[config.mk]
export PLATFORM = sky130hd
export DESIGN_NAME = matrix_determinant_cofactor
export DESIGN_NICKNAME = d
export VERILOG_FILES = /design/src/rtl/core/mdc_pkg.sv /design/src/rtl/core/mdc_ram.sv /design/src/rtl/core/mdc_mac.sv /design/src/rtl/core/matrix_determinant_cofactor.sv
export VERILOG_INCLUDE_DIRS = /design/src /design/src/rtl/core
export SDC_FILE = /design/constraint.sdc
export NUM_CORES = 2
export LEC_CHECK = 0
export ABC_AREA = 0
export BUFFER_PORTS_ARGS = -buffer_cell sky130_fd_sc_hd__buf_2
export CORE_ASPECT_RATIO = 2
export CORE_MARGIN = 5
export CORE_UTILIZATION = 60
export CTS_BUF_LIST = sky130_fd_sc_hd__clkbuf_8
export DETAILED_ROUTE_END_ITERATION = 7
export MAX_ROUTING_LAYER = met4
export PLACE_DENSITY = 0.84
export SYNTH_ARGS = -nofsm -noshare
export SYNTH_HDL_FRONTEND = slang
export SYNTH_SLANG_ARGS = --single-unit
[constraint.sdc]
create_clock -name clk -period 10.4 [get_ports clk]
set_clock_uncertainty 0.15 [all_clocks]
set_input_delay 1.04 -clock clk [delete_from_list [all_inputs] [get_ports clk]]
set_output_delay 1.04 -clock clk [all_outputs]
set_load 0.1 [all_outputs]
[src/rtl/core/matrix_determinant_cofactor_assert.svh]
// Assertion macros for the determinant block.
`ifndef MATRIX_DETERMINANT_COFACTOR_ASSERT_SVH
`define MATRIX_DETERMINANT_COFACTOR_ASSERT_SVH

// Same-cycle implication, sampled on clk, off while in reset.
`define MDC_ASSERT_NOW(label, ante, cons, msg) \
  label: assert property (@(posedge clk) disable iff (!rst_n) (ante) |-> (cons)) \
    else $error(msg);

// Next-cycle implication.
`define MDC_ASSERT_NEXT(label, ante, cons, msg) \
  label: assert property (@(posedge clk) disable iff (!rst_n) (ante) |=> (cons)) \
    else $error(msg);

`endif

[src/rtl/core/mdc_pkg.sv]
package mdc_pkg;

  localparam int MATRIX_SIZE = 4;
  localparam int ENTRY_TOTAL = MATRIX_SIZE * MATRIX_SIZE;
  localparam int ENTRY_W     = 16;
  localparam int ENTRY_AW    = $clog2(ENTRY_TOTAL);
  localparam int CNT_W       = $clog2(ENTRY_TOTAL + 1);
  localparam int COL_W       = $clog2(MATRIX_SIZE);
  localparam int PC_W        = $clog2(MATRIX_SIZE + 1);
  localparam int MINOR_DEPTH = 2 ** MATRIX_SIZE;

  // |det| < N! * 2^(15N) and N! < 2^16 for N <= 8, rounded up to 32-bit chunks
  localparam int ACC_W       = 32 * ((16 * MATRIX_SIZE + 16 + 31) / 32);
  localparam int CHUNKS      = ACC_W / 32;
  localparam int CHUNK_IDX_W = $clog2(CHUNKS);
  localparam int DET_W       = 64;

  typedef struct packed {
    logic                   clear;
    logic                   step;
    logic [CHUNK_IDX_W-1:0] chunk;
    logic                   neg;
    logic                   entry_ok;
    logic                   unit_minor;
  } mac_ctrl_t;

endpackage

[src/rtl/core/mdc_ram.sv]
module mdc_ram #(
  parameter int DEPTH = 16,
  parameter int WIDTH = 16
) (
  input  logic                     clk,
  input  logic                     we,
  input  logic [$clog2(DEPTH)-1:0] waddr,
  input  logic [WIDTH-1:0]         wdata,
  input  logic                     re,
  input  logic [$clog2(DEPTH)-1:0] raddr,
  output logic [WIDTH-1:0]         rdata
);

  logic [WIDTH-1:0] mem [DEPTH];
  logic [WIDTH-1:0] rdata_r;

  always_ff @(posedge clk) begin
    if (we) begin
      mem[waddr] <= wdata;
    end
    if (re) begin
      rdata_r <= mem[raddr];
    end
  end

  assign rdata = rdata_r;

endmodule

[src/rtl/core/mdc_mac.sv]
module mdc_mac import mdc_pkg::*; (
  input  logic               clk,
  input  mac_ctrl_t          ctrl,
  input  logic [ENTRY_W-1:0] entry_rd,
  input  logic [ACC_W-1:0]   minor_rd,
  output logic [ACC_W-1:0]   acc
);

  logic               [ACC_W-1:0] acc_r;
  logic               [ACC_W-1:0] acc_nxt;
  logic signed        [16:0]      ev;
  logic signed        [16:0]      mult;
  logic               [31:0]      ch;
  logic signed        [32:0]      op;
  logic signed        [49:0]      prod;
  logic               [ACC_W-1:0] ext;
  logic               [ACC_W-1:0] shifted;

  always_comb begin
    ev   = ctrl.entry_ok ? {entry_rd[ENTRY_W-1], entry_rd} : '0;
    mult = ctrl.neg ? -ev : ev;
    if (ctrl.unit_minor) begin
      ch = (ctrl.chunk == '0) ? 32'd1 : 32'd0;
    end else begin
      ch = minor_rd[ctrl.chunk * 32 +: 32];
    end
    // lower chunks are unsigned digits, only the top one carries the sign
    op      = {(ctrl.chunk == CHUNK_IDX_W'(CHUNKS - 1)) & ch[31], ch};
    prod    = op * mult;
    ext     = {{(ACC_W - 50){prod[49]}}, prod};
    shifted = ext << {ctrl.chunk, 5'b0};
    acc_nxt = acc_r + shifted;
  end

  always_ff @(posedge clk) begin
    if (ctrl.clear) begin
      acc_r <= '0;
    end else if (ctrl.step) begin
      acc_r <= acc_nxt;
    end
  end

  assign acc = acc_r;

endmodule

[src/rtl/core/matrix_determinant_cofactor.sv]
// Determinant of an N x N signed Q8.8 matrix (N = MATRIX_SIZE in mdc_pkg).
// Input channel: one entry per transfer, row-major, in_last_entry on the
// final one. Entries load at one per cycle. Entries beyond N*N are dropped;
// a matrix closed early reads its missing entries as zero.
// After the last entry the block stalls its input and expands by cofactors:
// every nonempty column subset's minor is built once, in increasing order, and
// kept in a minor RAM. One 33x17 multiplier walks each minor 32 bits a cycle
// and feeds a single wide accumulator.
// Result channel: out_det_value has 8*N fraction bits, saturated to 64 bits,
// out_overflow set when saturated. It sits in an output register; loading
// of the next matrix proceeds while it waits. If the receiver still stalls
// when the next determinant is ready, that determinant waits in the block.
// Reset (rst_n low, synchronous) empties the matrix and drops any result.
module matrix_determinant_cofactor import mdc_pkg::*; (
  input  logic                    clk,
  input  logic                    rst_n,
  input  logic                    in_valid,
  output logic                    in_stall,
  input  logic signed [ENTRY_W-1:0] in_entry_value,
  input  logic                    in_last_entry,
  output logic                    out_valid,
  input  logic                    out_stall,
  output logic signed [DET_W-1:0] out_det_value,
  output logic                    out_overflow
);

  typedef enum logic [2:0] {
    S_LOAD,
    S_COL,
    S_MUL,
    S_WRITE,
    S_DONE
  } state_t;

  state_t                   state_r, state_nxt;
  logic [CNT_W-1:0]         count_r, count_nxt;
  logic [MATRIX_SIZE-1:0]   mask_r, mask_nxt;
  logic [COL_W-1:0]         col_r, col_nxt;
  logic                     parity_r, parity_nxt;
  logic [CHUNK_IDX_W-1:0]   chunk_r, chunk_nxt;
  logic                     neg_r, neg_nxt;
  logic                     ok_r, ok_nxt;
  logic                     unit_r, unit_nxt;
  logic                     out_valid_r, out_valid_nxt;
  logic [DET_W-1:0]         out_det_r, out_det_nxt;
  logic                     out_ovf_r, out_ovf_nxt;

  logic                     in_xfer;
  logic                     start;
  logic [PC_W-1:0]          pc;
  logic [COL_W-1:0]         row;
  logic [CNT_W-1:0]         idx;
  logic [MATRIX_SIZE-1:0]   sub_mask;
  logic                     col_last;
  logic                     mask_full;
  logic                     fits;
  mac_ctrl_t                mac_ctrl;
  logic [ENTRY_W-1:0]       entry_rd;
  logic [ACC_W-1:0]         minor_rd;
  logic [ACC_W-1:0]         acc;

  assign in_stall = (state_r != S_LOAD);
  assign in_xfer  = in_valid && !in_stall;
  assign start    = in_xfer && in_last_entry;

  always_comb begin
    pc = '0;
    for (int i = 0; i < MATRIX_SIZE; i++) begin
      pc = pc + PC_W'(mask_r[i]);
    end
  end

  // a subset of k columns belongs to the minor over the bottom k rows
  assign row       = COL_W'(PC_W'(MATRIX_SIZE) - pc);
  assign idx       = CNT_W'(row) * CNT_W'(MATRIX_SIZE) + CNT_W'(col_r);
  assign sub_mask  = mask_r & ~(MATRIX_SIZE'(1) << col_r);
  assign col_last  = (col_r == COL_W'(MATRIX_SIZE - 1));
  assign mask_full = (mask_r == '1);
  assign fits      = (acc[ACC_W-1:DET_W-1] == '0) || (acc[ACC_W-1:DET_W-1] == '1);

  always_comb begin
    // the full-matrix sum stays in the accumulator until the next matrix's last entry clears it
    mac_ctrl.clear      = start || ((state_r == S_WRITE) && !mask_full);
    mac_ctrl.step       = (state_r == S_MUL);
    mac_ctrl.chunk      = chunk_r;
    mac_ctrl.neg        = neg_r;
    mac_ctrl.entry_ok   = ok_r;
    mac_ctrl.unit_minor = unit_r;
  end

  mdc_ram #(
    .DEPTH (ENTRY_TOTAL),
    .WIDTH (ENTRY_W)
  ) u_entry_ram (
    .clk   (clk),
    .we    (in_xfer && (count_r < CNT_W'(ENTRY_TOTAL))),
    .waddr (count_r[ENTRY_AW-1:0]),
    .wdata (in_entry_value),
    .re    (state_r == S_COL),
    .raddr (idx[ENTRY_AW-1:0]),
    .rdata (entry_rd)
  );

  mdc_ram #(
    .DEPTH (MINOR_DEPTH),
    .WIDTH (ACC_W)
  ) u_minor_ram (
    .clk   (clk),
    .we    (state_r == S_WRITE),
    .waddr (mask_r),
    .wdata (acc),
    .re    (state_r == S_COL),
    .raddr (sub_mask),
    .rdata (minor_rd)
  );

  mdc_mac u_mac (
    .clk      (clk),
    .ctrl     (mac_ctrl),
    .entry_rd (entry_rd),
    .minor_rd (minor_rd),
    .acc      (acc)
  );

  always_comb begin
    state_nxt     = state_r;
    count_nxt     = count_r;
    mask_nxt      = mask_r;
    col_nxt       = col_r;
    parity_nxt    = parity_r;
    chunk_nxt     = chunk_r;
    neg_nxt       = neg_r;
    ok_nxt        = ok_r;
    unit_nxt      = unit_r;
    out_valid_nxt = out_valid_r && out_stall;
    out_det_nxt   = out_det_r;
    out_ovf_nxt   = out_ovf_r;

    unique case (state_r)
      S_LOAD: begin
        if (in_xfer) begin
          if (count_r < CNT_W'(ENTRY_TOTAL)) begin
            count_nxt = count_r + CNT_W'(1);
          end
          if (in_last_entry) begin
            mask_nxt   = MATRIX_SIZE'(1);
            col_nxt    = '0;
            parity_nxt = 1'b0;
            state_nxt  = S_COL;
          end
        end
      end
      S_COL: begin
        if (mask_r[col_r]) begin
          ok_nxt     = (idx < count_r);
          neg_nxt    = parity_r;
          unit_nxt   = (sub_mask == '0);
          parity_nxt = !parity_r;
          chunk_nxt  = '0;
          state_nxt  = S_MUL;
        end else if (col_last) begin
          state_nxt = S_WRITE;
        end else begin
          col_nxt = col_r + COL_W'(1);
        end
      end
      S_MUL: begin
        chunk_nxt = chunk_r + CHUNK_IDX_W'(1);
        if (chunk_r == CHUNK_IDX_W'(CHUNKS - 1)) begin
          if (col_last) begin
            state_nxt = S_WRITE;
          end else begin
            col_nxt   = col_r + COL_W'(1);
            state_nxt = S_COL;
          end
        end
      end
      S_WRITE: begin
        if (mask_full) begin
          state_nxt = S_DONE;
        end else begin
          mask_nxt   = mask_r + MATRIX_SIZE'(1);
          col_nxt    = '0;
          parity_nxt = 1'b0;
          state_nxt  = S_COL;
        end
      end
      S_DONE: begin
        if (!out_valid_r || !out_stall) begin
          out_valid_nxt = 1'b1;
          out_ovf_nxt   = !fits;
          if (fits) begin
            out_det_nxt = acc[DET_W-1:0];
          end else if (acc[ACC_W-1]) begin
            out_det_nxt = {1'b1, {(DET_W - 1){1'b0}}};
          end else begin
            out_det_nxt = {1'b0, {(DET_W - 1){1'b1}}};
          end
          count_nxt = '0;
          state_nxt = S_LOAD;
        end
      end
      default: begin
        state_nxt = S_LOAD;
      end
    endcase
  end

  always_ff @(posedge clk) begin
    if (!rst_n) begin
      state_r     <= S_LOAD;
      count_r     <= '0;
      mask_r      <= '0;
      col_r       <= '0;
      parity_r    <= 1'b0;
      chunk_r     <= '0;
      out_valid_r <= 1'b0;
    end else begin
      state_r     <= state_nxt;
      count_r     <= count_nxt;
      mask_r      <= mask_nxt;
      col_r       <= col_nxt;
      parity_r    <= parity_nxt;
      chunk_r     <= chunk_nxt;
      out_valid_r <= out_valid_nxt;
    end
    neg_r     <= neg_nxt;
    ok_r      <= ok_nxt;
    unit_r    <= unit_nxt;
    out_det_r <= out_det_nxt;
    out_ovf_r <= out_ovf_nxt;
  end

  assign out_valid     = out_valid_r;
  assign out_det_value = out_det_r;
  assign out_overflow  = out_ovf_r;

`include "matrix_determinant_cofactor_assert.svh"

  `MDC_ASSERT_NOW(a_count_bound, 1'b1, count_r <= CNT_W'(ENTRY_TOTAL),
                  "entry count ran past the matrix size")
  `MDC_ASSERT_NOW(a_mul_on_set_col, state_r == S_MUL, mask_r[col_r],
                  "multiply on a column outside the subset")
  `MDC_ASSERT_NEXT(a_full_mask_done, (state_r == S_WRITE) && mask_full,
                   state_r == S_DONE, "full subset written without finishing")
  `MDC_ASSERT_NOW(a_result_from_done, $rose(out_valid_r), $past(state_r) == S_DONE,
                  "result appeared outside the finish step")

endmodule
==> impl_metrics.py <==
metrics = {
    "hold_path": {
        "hold_path.class": "in -> reg",
        "worstHoldStart": "in_entry_value[9]",
        "holdPathStages": 1,
    },
    "final_layout": {
        "drive_above_1_share": 0.2828,
        "nNetsFinal": 9074,
        "fill_cells": 10700,
        "final_cell_count_no_fill": 10820,
        "multi_input_area_um2": 42070,
        "seq_area_um2": 61510,
        "areaGrowthSynthToFinish_pct": 17.51,
    },
    "logic_synthesis": {
        "synth_top_area_frac": 0.5618,
        "yosysMostFrequentCell": "edfxtp_1",
        "yosysSeqAreaShare": 0.5835,
        "yosys-top-cells-count": "edfxtp_1 (1972), nand2_1 (853), inv_1 (641), fa_1 (538), mux4_2 (465)",
        "ys_seq_elements": 2086,
        "yosysTopAreaCell": "edfxtp_1",
        "synthArstFlopShare": 0,
        "syn_area_um2": 105400,
        "ys.flop_type": "edfxtp_1",
        "synth_cell_type_count": 97,
        "syn_nets": 8053,
        "synth_warnings": 0,
        "synth_edf_count": 1972,
        "synthCells": 7262,
        "synth_area_leaders": "edfxtp_1 (56%), fa_1 (10%), mux4_2 (9.9%)",
        "synth_area_per_cell_um2": 14.51,
    },
    "clock_tree": {
        "path_clk_slew_ns": 0.08,
        "cts_tree": "built",
        "insertion_delay_ns": 0.95,
        "cts_sinks": 2086,
        "cts_made_buffers": 269,
        "hold_buffers": 0,
        "htreeDepth": 5,
        "clk_path_buf_depth": 4,
        "clockRootBuffer": "clkbuf_8",
    },
    "die": {
        "num_rows": 217,
        "die_width_um": 306.4,
        "dieArea_um2": 184700,
        "die_h_um": 602.7,
        "start_util": 0.6028,
        "core-area_um2": 174900,
        "io_pins": 88,
    },
    "timing": {
        "post-route-min-period_ns": 11.43,
        "rsz0062_at_grt": "yes",
        "tightest_slew_ns": 1.384,
        "setup_viol": 57,
        "hold_viol_final": 0,
        "holdWs_ns": 0.3154,
        "setup_ws_ns": -1.031,
        "final_max_slew_viol_count": 0,
        "relSlewSlack": 0.07622,
        "fin_crit_sh": 1.099,
        "fin_tns_setup_ns": -32.84,
        "max_freq_mhz": 87.48,
    },
    "placed_design": {
        "dpl_worst_slack_ns": -1.644,
        "io_buffers": 87,
        "place_hpwl_mm": 238.0,
        "place_inst": 10240,
        "gp_congestion": 1.050,
    },
    "critical_path": {
        "cp_slowest_cell": "fa_1",
        "timing.critical_path.mode_cell": "fa_1",
        "r2r_start": "u_entry_ram.rdata[2]",
        "rr_worst_depth": 45,
        "crit_path_start_kind": "flip-flop",
        "critPathMaxFanout": 7,
        "slowest_delay_ns": 0.56,
        "critPathKind": "reg -> reg",
        "cp.required_ns": 11.08,
        "crit_path_end_kind": "flip-flop",
        "critPathArrivalTime_ns": 12.11,
        "crit_path_start": "u_entry_ram.rdata[2]",
    },
    "global_route": {
        "grt_overflow": 0,
        "antenna_found_initial": 32,
        "grt_max_degree": 147,
        "grt_pass1_wl_mm": 521.0,
        "track_usage": 0.4080,
        "grt_pass1_vias": 76150,
    },
    "route": {
        "dr_wl_met3_mm": 35.02,
        "drtAntennaViolNets": 0,
        "avgRoutedWirePerCell_um": 34.03,
        "routed.top_layer": "met4",
        "routed_wl_mm": 368.0,
        "wl_met2_mm": 183.5,
        "drt-initial-drc-count": 8728,
        "vias": 72240,
        "vias_per_cell": 6.679,
        "drc_errors": 0,
        "dr.pass1.iters": 7,
        "routedLengthMet1_mm": 103.2,
    },
    "run_status": {
        "violations": "negative setup slack",
        "outcome": "finished with violations",
    },
    "power_and_ir_drop": {
        "p_leak_nw": 47.64,
        "fin_total_pwr_w": 0.02935,
        "p_per_area_nw_per_um2": 237.0,
        "ir_drop_mv": 0.3018,
    },
    "run": {
        "drv_cap": 0,
    },
}
[cell families (layout without fill, tap and decap cells)]
kind of cell / count (synthesis) / count (layout) / share of synthesized area
xor gates and xnor gates: 153 / 153 / 0.01271
AOI/OAI and AO/OA: 1012 / 1012 / 0.06238
and+or+nand+nor: 1678 / 1678 / 0.07055
adders and majority gates: 770 / 770 / 0.1297
buffers and inverters: 1057 / 2283 / 0.03785
other: 0 / 28 / 0
DFF: 2086 / 2086 / 0.5835
muxes: 506 / 506 / 0.1033
[power by group]
group          leakage [nW]  switching, W  internal (W)  total, W
combinational          25.6       0.00762       0.00593    0.0135
clock                  2.92       0.00320       0.00311   0.00631
sequential             19.1      0.000191       0.00930   0.00949
[per-stage QoR]
step	cell area (µm²)	utilization
6_report	123900	0.7083
5_1_grt	123800	0.7083
4_1_cts	122800	0.7022
3_5_place_dp	115900	0.6627
3_3_place_gp	115900	0.6627
2_1_floorplan	105600	-
[metal layers]
metal  GRT usage  vias to the layer above
met3     0.08044                     2121
li1            -                    28530
met4      0.3600                        0
met5           -                        -
met2      0.6753                     6148
met1      0.4073                    35440
[worst max-delay path, delay by kind of cell (launching register included)]
family	cells	cell delay, ns
fa+ha+maj	8	3.72
flops	1	0.39
compound gates	8	1.79
mux	1	0.15
buf+inv	11	1.45
simple gates	16	3.54
xor+xnor	1	0.12
[placed cells by master, fill, tap and decap left out, drive strengths merged, types with 7 or more instances in the layout]
cell type	Yosys	routed
mux4	465	465
mux2i	39	39
o22ai	16	16
nor2b	32	32
o21ai	151	151
and2	164	164
nor2	317	317
nand2b	42	42
o21bai	30	30
and4	8	8
and3	18	18
nand2	854	854
or3	12	12
nand3	36	36
inv	642	705
nor4	12	12
fa	538	538
a31o	7	7
diode	0	28
clkbuf	319	279
o211ai	13	13
xor2	70	70
clkinv	2	98
a21boi	7	7
ha	232	232
nor3	116	116
bufinv	0	23
o21a	19	19
a211oi	109	109
edfxtp	1972	1972
buf	94	1163
a21o	160	160
a31oi	118	118
nand4	46	46
a21oi	302	302
o31ai	14	14
dfxtp	114	114
xnor2	83	83
clkinvlp	0	15
[registers in the layout (all words and copies together) (netlist names)]
| register | cells |
|---|---|
| u_mac.acc | 96 |
| out_det_value | 64 |
| out_valid | 1 |
| out_overflow | 1 |
| unit_r | 1 |
| col_r | 2 |
| u_entry_ram.rdata | 16 |
| ok_r | 1 |
| u_minor_ram.mem | 1536 |
| parity_r | 1 |
| u_minor_ram.rdata | 96 |
| state_r | 3 |
| chunk_r | 2 |
| neg_r | 1 |
| u_entry_ram.mem | 256 |
| count_r | 5 |
| mask_r | 4 |
[path summary, 6_finish.rpt]
check	endpoint	slack, ns
setup reg to reg	u_mac.acc[92]	-1.03
hold / removal	u_entry_ram.mem[15][9]	0.32
hold reg to reg	neg_r	0.41
setup / recovery	u_mac.acc[92]	-1.03
[cell type report]
cell class,count,share of cell area
Sequential cell,2086,0.4966
Clock buffer,279,0.03100
Inverter,644,0.01952
Clock inverter,197,0.01230
Timing Repair Buffer,1163,0.07704
Antenna cell,28,0.0005657
Tap cell,2299,0.02323
Multi-Input combinational cell,4119,0.3397
[timing repair]
action                     in CTS  in global routing
hold endpoints to repair        0                  0
pin swaps                     109                126
buffers inserted               41                 37
gates cloned                    4                  0
setup endpoints to repair      66                 69
gates resized for setup       246                189
No activity file was read; power rests on OpenSTA's default activity.
